File: src/rtl/rlma_pkg.sv
`timescale 1ns / 1ps
// Shared widths and constants of the range low-pass and moving-average filter.
// No dependencies; used by the top level and its checker.
package rlma_pkg;

  localparam int WINDOW_LEN_DEF = 8;
  localparam int COUNTER_W      = 32;
  localparam int RAW_W          = 16;
  localparam int FRAC_W         = 8;
  localparam int DATA_W         = RAW_W + FRAC_W;
  localparam int GAIN_W         = 17;
  localparam int GAIN_FRAC_W    = 16;
  localparam int PROD_W         = GAIN_W + DATA_W;
  localparam int IN_DATA_W      = 48;
  localparam int OUT_DATA_W     = 48;

  localparam logic [GAIN_W-1:0] GAIN_RESET = 17'd16384;
  localparam logic [GAIN_W-1:0] GAIN_ONE   = 17'd65536;
  localparam logic [DATA_W-1:0] DATA_MAX   = 24'hFFFF00;

endpackage

File: src/rtl/range_lowpass_moving_average.sv
`timescale 1ns / 1ps
// Range low-pass and moving-average filter: one-bit-per-cycle mean divider,
// window history in a synchronous memory. Depends on rlma_pkg.
// A new sample passes the decide, check, multiply, apply, write, divide and finish
// states; a repeated or zero counter or a sample without sample_ok skips from check
// to divide and repeats the held outputs. One item is in work at a time; the serial
// divider sets the rate. The input is ready again in the same cycle as the result
// turns valid; a stalled result holds the next one back.
// Reset clears all filter state and loads the default gain; the history memory
// is not cleared, since a read entry is only used once the window is full.
module range_lowpass_moving_average
  import rlma_pkg::*;
#(
  parameter int WINDOW_LEN = WINDOW_LEN_DEF
) (
  input  logic                  clk_i,
  input  logic                  rst_ni,
  input  logic                  s_axis_tvalid_i,
  output logic                  s_axis_tready_o,
  // sample_counter [31:0], raw_distance [47:32]
  input  logic [IN_DATA_W-1:0]  s_axis_tdata_i,
  // sample_ok [0]
  input  logic                  s_axis_tuser_i,
  output logic                  m_axis_tvalid_o,
  input  logic                  m_axis_tready_i,
  // smoothed_distance [23:0], window_mean [47:24]
  output logic [OUT_DATA_W-1:0] m_axis_tdata_o,
  input  logic                  cfg_valid_i,
  output logic                  cfg_ready_o,
  input  logic [GAIN_W-1:0]     cfg_data_i
);

  localparam int SLOT_W  = (WINDOW_LEN > 1) ? $clog2(WINDOW_LEN) : 1;
  localparam int CNT_W   = $clog2(WINDOW_LEN + 1);
  localparam int TOT_W   = DATA_W + CNT_W;
  localparam int ITER_W  = $clog2(TOT_W + 1);

  typedef enum logic [2:0] {
    ST_IDLE, ST_DECIDE, ST_CHECK, ST_MUL, ST_APPLY, ST_WRITE, ST_DIV, ST_FINISH
  } state_e;

  state_e                  state_q;
  logic [GAIN_W-1:0]       gain_q;
  logic [COUNTER_W-1:0]    cnt_q, prev_q;
  logic                    ok_q;
  logic [RAW_W-1:0]        raw_q;
  logic [DATA_W-1:0]       fv_q, diff_q, rd_q;
  logic                    neg_q, seeded_q;
  logic [PROD_W-1:0]       prod_q;
  logic [SLOT_W-1:0]       slot_q;
  logic [CNT_W-1:0]        filled_q, rem_q;
  logic [TOT_W-1:0]        total_q, div_q;
  logic [ITER_W-1:0]       iter_q;
  logic                    out_valid_q;
  logic [OUT_DATA_W-1:0]   out_data_q;

  logic [DATA_W-1:0]       hist_mem [WINDOW_LEN];

  logic [DATA_W-1:0]       target;
  logic [GAIN_W-1:0]       alpha;
  logic [DATA_W-1:0]       step;
  logic                    full;
  logic [TOT_W-1:0]        total_d;
  logic [CNT_W:0]          trial;
  logic                    trial_ge;
  logic [CNT_W-1:0]        rem_d;

  assign target   = {raw_q, {FRAC_W{1'b0}}};
  assign alpha    = (gain_q > GAIN_ONE) ? GAIN_ONE : gain_q;
  assign step     = prod_q[GAIN_FRAC_W +: DATA_W];
  assign full     = (filled_q == CNT_W'(WINDOW_LEN));
  assign total_d  = total_q - (full ? TOT_W'(rd_q) : '0) + TOT_W'(fv_q);
  assign trial    = {rem_q, div_q[TOT_W-1]};
  assign trial_ge = (trial >= {1'b0, filled_q});
  assign rem_d    = trial_ge ? CNT_W'(trial - {1'b0, filled_q}) : trial[CNT_W-1:0];

  assign s_axis_tready_o = (state_q == ST_IDLE);
  assign cfg_ready_o     = 1'b1;
  assign m_axis_tvalid_o = out_valid_q;
  assign m_axis_tdata_o  = out_data_q;

  always_ff @(posedge clk_i) begin
    if (state_q == ST_MUL) begin
      rd_q <= hist_mem[slot_q];
    end
    if (state_q == ST_WRITE) begin
      hist_mem[slot_q] <= fv_q;
    end
  end

  always_ff @(posedge clk_i or negedge rst_ni) begin
    if (!rst_ni) begin
      state_q     <= ST_IDLE;
      gain_q      <= GAIN_RESET;
      cnt_q       <= '0;
      prev_q      <= '0;
      ok_q        <= 1'b0;
      raw_q       <= '0;
      fv_q        <= '0;
      diff_q      <= '0;
      neg_q       <= 1'b0;
      seeded_q    <= 1'b0;
      prod_q      <= '0;
      slot_q      <= '0;
      filled_q    <= '0;
      total_q     <= '0;
      div_q       <= '0;
      rem_q       <= '0;
      iter_q      <= '0;
      out_valid_q <= 1'b0;
      out_data_q  <= '0;
    end else begin
      if (cfg_valid_i) begin
        gain_q <= cfg_data_i;
      end
      if (out_valid_q && m_axis_tready_i && (state_q != ST_FINISH)) begin
        out_valid_q <= 1'b0;
      end
      case (state_q)
        ST_IDLE: begin
          if (s_axis_tvalid_i) begin
            cnt_q   <= s_axis_tdata_i[COUNTER_W-1:0];
            raw_q   <= s_axis_tdata_i[COUNTER_W +: RAW_W];
            ok_q    <= s_axis_tuser_i;
            state_q <= ST_DECIDE;
          end
        end
        ST_DECIDE: begin
          if (cnt_q < prev_q) begin
            prev_q   <= '0;
            slot_q   <= '0;
            filled_q <= '0;
            fv_q     <= '0;
            total_q  <= '0;
            seeded_q <= 1'b0;
          end
          state_q <= ST_CHECK;
        end
        ST_CHECK: begin
          div_q  <= total_q;
          rem_q  <= '0;
          iter_q <= '0;
          if (cnt_q == prev_q) begin
            state_q <= ST_DIV;
          end else begin
            prev_q <= cnt_q;
            if (cnt_q == '0 || !ok_q) begin
              state_q <= ST_DIV;
            end else begin
              neg_q   <= (target < fv_q);
              diff_q  <= (target < fv_q) ? (fv_q - target) : (target - fv_q);
              state_q <= ST_MUL;
            end
          end
        end
        ST_MUL: begin
          prod_q  <= PROD_W'(alpha) * PROD_W'(diff_q);
          state_q <= ST_APPLY;
        end
        ST_APPLY: begin
          if (!seeded_q) begin
            fv_q <= target;
          end else if (neg_q) begin
            fv_q <= fv_q - step;
          end else begin
            fv_q <= fv_q + step;
          end
          seeded_q <= 1'b1;
          state_q  <= ST_WRITE;
        end
        ST_WRITE: begin
          total_q <= total_d;
          div_q   <= total_d;
          rem_q   <= '0;
          iter_q  <= '0;
          if (!full) begin
            filled_q <= filled_q + 1'b1;
          end
          slot_q  <= (slot_q == SLOT_W'(WINDOW_LEN - 1)) ? '0 : slot_q + 1'b1;
          state_q <= ST_DIV;
        end
        ST_DIV: begin
          div_q  <= {div_q[TOT_W-2:0], trial_ge};
          rem_q  <= rem_d;
          iter_q <= iter_q + 1'b1;
          if (iter_q == ITER_W'(TOT_W - 1)) begin
            state_q <= ST_FINISH;
          end
        end
        ST_FINISH: begin
          if (!out_valid_q || m_axis_tready_i) begin
            out_valid_q <= 1'b1;
            out_data_q  <= {(filled_q == '0) ? DATA_W'(0) : div_q[DATA_W-1:0], fv_q};
            state_q     <= ST_IDLE;
          end
        end
        default: begin
          state_q <= ST_IDLE;
        end
      endcase
    end
  end

endmodule

File: config.mk
export PLATFORM = sky130hd
export DESIGN_NAME = range_lowpass_moving_average
export DESIGN_NICKNAME = d
export VERILOG_FILES = /design/src/rtl/rlma_pkg.sv /design/src/rtl/range_lowpass_moving_average.sv
export SDC_FILE = /design/constraint.sdc
export NUM_CORES = 2
export LEC_CHECK = 0
export ABC_AREA = 1
export BUFFER_PORTS_ARGS = -buffer_cell sky130_fd_sc_hd__buf_2
export CAP_MARGIN = 20
export CORE_UTILIZATION = 40
export DETAILED_ROUTE_END_ITERATION = 8
export PLACE_DENSITY_LB_ADDON = 0.05
export SYNTH_ARGS = -nofsm -noshare
export SYNTH_HDL_FRONTEND = slang
export SYNTH_SLANG_ARGS = --single-unit
File: constraint.sdc
create_clock -name clk_i -period 7.4 [get_ports clk_i]
set_input_delay 0.74 -clock clk_i [delete_from_list [all_inputs] [get_ports clk_i]]
set_output_delay 0.74 -clock clk_i [all_outputs]
set_load 0.01 [all_outputs]
Yosys cells after proc, flatten, opt, wreduce, memory -nomap -nowiden:

Memories as Yosys holds them, arrays and structs flattened. A register that Yosys moved wholly into a read port is not among the register bits.
Index checks and enable logic that the tools add are counted.

* memories kept: 1
* word-level logic and storage cells: 114
* register bits: 312
* output and inout bits: 51
* RAM bits: 192
* bits of input ports: 71

Memories
* hist_mem: words 8, width 24, read ports 1, clocked after Yosys merged registers in 1, wr ports 1, line range_lowpass_moving_average.sv:57 `logic [DATA_W-1:0] hist_mem [WINDOW_LEN];`

* multiply operators: 1
* $lt $le $gt $ge: 4
* bitwise gates (word level): 2
* reduce and logical (&&, ||, !) cells: 23
* equal/unequal tests: 18
* add/sub/neg operators: 10
* muxes and demuxes: 36

Operator list (count)
* $mux W24: 6
* $pmux W28 S3: 1
* $sub A24 B24 Y24: 3
* $mux W32: 2
* $pmux W32 S2: 1
* $pmux W28 S2: 1
* $pmux W24 S2: 1
* $mul A17 B24 Y40: 1
* $eq A32 B32 Y1: 1
* $logic_not A32 Y1: 1
* $lt A32 B32 Y1: 1
* $add A28 B24 Y28: 1
* $mux W28: 1
* $sub A28 B24 Y28: 1
* $add A24 B24 Y24: 1
* $lt A24 B24 Y1: 1
* $pmux W3 S8: 1
* $mux W3: 7
* $gt A17 B17 Y1 const B: 1
* $mux W17: 1
* $pmux W4 S2: 2
* $eq A3 B3 Y1 const B: 5
* $mux W4: 3
* $ne A2 B2 Y1 const B: 6
* 25 further kinds: 44

Logic depth before layout (Yosys ltp):

* depth after elaboration: 5
* depth in mapped cells: 37
* depth with buffers taken out: 35

Worst setup path before layout:

No wires, ideal clock.

* path type: register to register
* start point: reg gain_q[7]
* end point: reg prod_q[31]
* data required time: 7.276 ns
* cell stages (with the launch flop): 32
* library setup time: 0.124 ns
* arrival time: 6.020 ns
* clock period less this slack: 6.144 ns
* path slack: 1.256 ns
* buffers on the path: 2
* cell sequence: dfrtp_1 inv_2 nand4_1 nor4_2 nand3_1 nand2_1 inv_2 buf_6 nor2_4 buf_2 nand2_1 fa_1 inv_1 fa_1 inv_1 fa_1 inv_1 fa_1 fa_1 inv_1 fa_1 inv_1 ha_1 a21oi_1 o21ai_0 a21oi_1 nor2_1 nor2_1 nand2_1 or2_2 nand3_1 nand2_1

* longest elaborated chain between the ends: 3

Ends and longest elaborated chain
* start, declared: line range_lowpass_moving_average.sv:43 `logic [GAIN_W-1:0] gain_q;`
* start signal, assigned: line range_lowpass_moving_average.sv:114 `gain_q <= cfg_data_i;`
* $gt A17 B17 Y1: line range_lowpass_moving_average.sv:69 `assign alpha = (gain_q > GAIN_ONE) ? GAIN_ONE : gain_q;`
* $mux W17 (*): line range_lowpass_moving_average.sv:69
* $mul A17 B24 Y40 (*): line range_lowpass_moving_average.sv:157 `prod_q <= PROD_W'(alpha) * PROD_W'(diff_q);`
* end signal, assigned: line range_lowpass_moving_average.sv:157
* end, declared: line range_lowpass_moving_average.sv:49 `logic [PROD_W-1:0] prod_q;`

Every way passes the cells marked *; elsewhere a longest branch is shown, timed or not.
A chain may end at the register's enable or synchronous reset.

Worst setup path in the final report:

* start point: reg gain_q[7]
* end point: reg prod_q[24]

The elaborated chain is that of the path after synthesis.

==> run summary <==
CP startpoint kind = flip-flop
WL per Instance = 21.50 um
netlist area before placement = 40020 sq um
worst hold slack = 0.2851 ns
setup slack of the worst register-to-register path = 0.45 ns
Post-route DRC = 0
synthesized netlist cell count = 4742
Worst Setup Slack post-DPL = 0.4227 ns
Syn. warnings = 0
number of H-tree levels = 2
Post-Syn Area per Cell = 8.439 sq um
clock slew seen by the registers of the worst setup and hold paths = 0.06 ns
origin of the critical flop-to-flop path = gain_q[7]$_DFFE_PN0P_
switching portion of total power = 52.53%
VDD IR max = 0.2094 mV
area of the core region = 98710 sq um
Synth cell types = 53
sequential cell fraction of total power = 22.8%
Synth Register Bits = 512
portion of the post-synthesis area used by sequential elements = 34.72%
Worst Min Path Start = s_axis_tdata_i[21]
time the worst path needs with I/O delays and setup = 6.946 ns
Final Net Count = 5494
Port Buf Inserts = 120
hold endpoint = cnt_q[21]$_DFFE_PN0P_
category of the most critical setup path = flip-flop to flip-flop
clock latency of the later-clocked register in the worst-skew pair = 0.70 ns
placer's final routability congestion estimate = 0.9419
total congestion overflow after global routing = 0
type of element capturing the critical path = flip-flop
overall die area = 101300 sq um
hold violation total from the final report = 0
Hold Path Stages = 3
Die Y-Extent = 318.3 um
leakage power summed over all cells = 0.02156 uW
Setup-failing EPs final = 0
Net Count, Synth = 5399
layout cell share with drive strength beyond 1 = 7.883%
endpoint of the most critical register-to-register path = prod_q[24]$_DFFE_PN0P_
cell depth of the worst flop-to-flop path = 27
number of antenna violations at the first check in global routing = 0
max cap viols = 0
endpoint arrival time on the critical path = 7.55 ns
worst path setup slack after routing = 0.4543 ns
Detailed Place HPWL = 100.7 mm
finished layout cell area = 44270 sq um
highest fanout seen on the critical path = 13
clock tree skew after final layout = 0.04321 ns
relative contribution of the clock network to total power = 13.8%
relative slew slack = 17.39%
length of the first detailed-routing pass in iterations = 5
post-place instance area = 42190 sq um
Primary FF master, synth = dfrtp_1
final total power = 21820 uW
RSZ-0062 raised after global routing = no
effective utilization at floorplan = 40.54%
pin count of the biggest net entering global routing = 129
endpoint required time on the critical path = 8.00 ns
residual antenna-violating net count after detailed routing = 0
cell internal power dissipation = 10360 uW
Tightest Hold Check Type = input pin to flip-flop
cts bufs inserted = 59
post-route fraction of the period consumed by the critical path = 93.86%
outcome = finished, final reports clean
top-level port count = 122
Clock Sinks = 512
final number of max-transition violations = 0
Net Sw Power = 11460 uW
drt via density = 5.228
number of enable-type register cells in the synthesized netlist = 216
via count of the first global-routing pass = 32230
Power Dens Cells = 493.0 nW/um^2
wire length of the first global-routing pass = 200.6 mm
antenna fix cells = 0
starting DRC count in detailed routing = 2039
combinational share of power = 63.4%
Max Clk Rate = 144.0 MHz
synthesis-to-finish area growth = 10.62%
All-Layer GR Usage = 26.33%
root buffer cell = clkbuf_16
async set-reset flop share out of synthesis = 57.81%
vias after detailed routing = 32260
floorplan row count = 115
clock tree buffer depth = 3
Final TNS setup = 0 ns
Worst Max-Slew Pin Slew = 1.235 ns
Post-Route WL = 132.6 mm
Die X = 318.3 um
TritonCTS clock tree = built
[worst max-delay path by stage]
stage,from,end,slack [ns],depth (start not counted)
CTS,gain_q[7]$_DFFE_PN0P_,prod_q[23]$_DFFE_PN0P_,0.40,26
global route,gain_q[7]$_DFFE_PN0P_,prod_q[35]$_DFFE_PN0P_,0.02,30
detailed placement,gain_q[7]$_DFFE_PN0P_,prod_q[23]$_DFFE_PN0P_,0.42,26
global placement,gain_q[7]$_DFFE_PN0P_,prod_q[23]$_DFFE_PN0P_,0.45,26
floorplan,gain_q[7]$_DFFE_PN0P_,prod_q[31]$_DFFE_PN0P_,1.26,31
finish,gain_q[7]$_DFFE_PN0P_,prod_q[24]$_DFFE_PN0P_,0.45,27
[metrics by stage]
stage | instances | utilization, %
CTS | 6163 | 44.76
finish | 6171 | 44.85
floorplan | 4742 | -
global placement | 6054 | 42.75
global route | 6171 | 44.85
detailed placement | 6054 | 42.75
[power by group through the flow]
stage          logic (uW)  registers, uW  clock network, uW
3_5_place_dp        13800           5020                  0
2_1_floorplan        9620           4570                  0
4_1_cts             13800           4970               3100
6_report            13800           4970               3020
3_3_place_gp        13700           5030                  0
5_1_grt             15600           5060               3210
[timing repair]
item | in CTS | in global routing
gates resized for setup | 0 | 2
setup buffers | 0 | 7
endpoints found under the hold margin | 40 | 0
endpoints found under the setup margin | 0 | 7
hold buffers | 1 | 0
[sequential cells by signal (all words and copies together) (netlist names), 17 cells and up]
name / cells
cnt_q: 32
diff_q: 24
div_q: 28
fv_q: 24
gain_q: 17
hist_mem: 192
m_axis_tdata_o: 48
prev_q: 32
prod_q: 24
rd_q: 24
total_q: 28
[worst max-delay path: stages (launching register included)]
cell and delay [ns]:
dfrtp_1 0.37, inv_2 0.08, nand4_1 0.11, nor4_2 0.16, nand3_1 0.10, nand2_1 0.13
inv_2 0.16, nor2_2 0.52, buf_4 0.26, nand2_1 0.08, fa_1 0.53, fa_1 0.51
fa_1 0.51, inv_1 0.06, fa_1 0.49, fa_1 0.49, inv_1 0.05, fa_1 0.52
inv_1 0.05, ha_1 0.32, nand2_1 0.10, o21ai_0 0.38, a21oi_1 0.08, nand2_1 0.22
a21oi_1 0.12, xnor2_1 0.31, nand2_1 0.09, nand2_1 0.08
[Yosys cell counts, drive strengths merged (19+ instances only)]
cell type  count  area share, %
a21oi        260            3.3
a221oi        48            1.1
a22o          22           0.48
a22oi         27           0.51
buf           69           0.94
clkbuf       108            1.0
dfrtp        295             18
edfxtp       216             16
fa           353             18
ha           233            7.3
inv          835            7.8
nand2       1072             10
nand3        221            2.8
nand4         47           0.73
nor2         505            5.0
nor3          35           0.48
o21ai        215            2.7
xnor2         19           0.42
xor2          44           0.96
[cells in the final DEF, fill, tap and decap left out, types with 44 or more instances in the layout]
cell type and count:
buf_4 88, dfrtp_1 295, nand2_1 1062, o21ai_0 201
clkbuf_16 59, fa_1 353, a21oi_1 257, xor2_1 44
nand3_1 220, ha_1 233, nand4_1 47, buf_2 119
nor2_1 484, edfxtp_1 216, inv_1 813, a221oi_1 48
[routing by layer]
| metal | part of all wire [%] | wire length, um | global-route usage, % | vias to the layer above |
|---|---|---|---|---|
| met5 | 0 | 0 | 0 | - |
| met3 | 5.5 | 7231 | 4.089 | 197 |
| met4 | 3.8 | 5098 | 9.436 | 0 |
| met2 | 48 | 63840 | 44.21 | 807 |
| li1 | - | - | - | 15200 |
| met1 | 43 | 56480 | 34.35 | 16060 |
[final cells by class]
class                           instances  area, sq um
Timing Repair Buffer                  211         1329
Tap cell                             1287         1610
Inverter                              841         3157
Multi-Input combinational cell       3212        22300
Sequential cell                       512        13890
Clock inverter                         35        390.4
Clock buffer                           73         1589
Fill cell                           10010        54440
[cell families after synthesis]
kind of cell             Yosys count  synth area share [%]
AND/OR/NAND/NOR                 1926                 19.87
buffers and inverters           1018                 9.852
AO/OA/AOI/OAI                    634                 9.170
adder cells (fa/ha/maj)          586                 24.94
flip-flops                       512                 34.72
XOR/XNOR                          63                 1.379
multiplexers                       2               0.05628
other                              1              0.009371
Note: power is estimated with default switching activity, not from simulation.
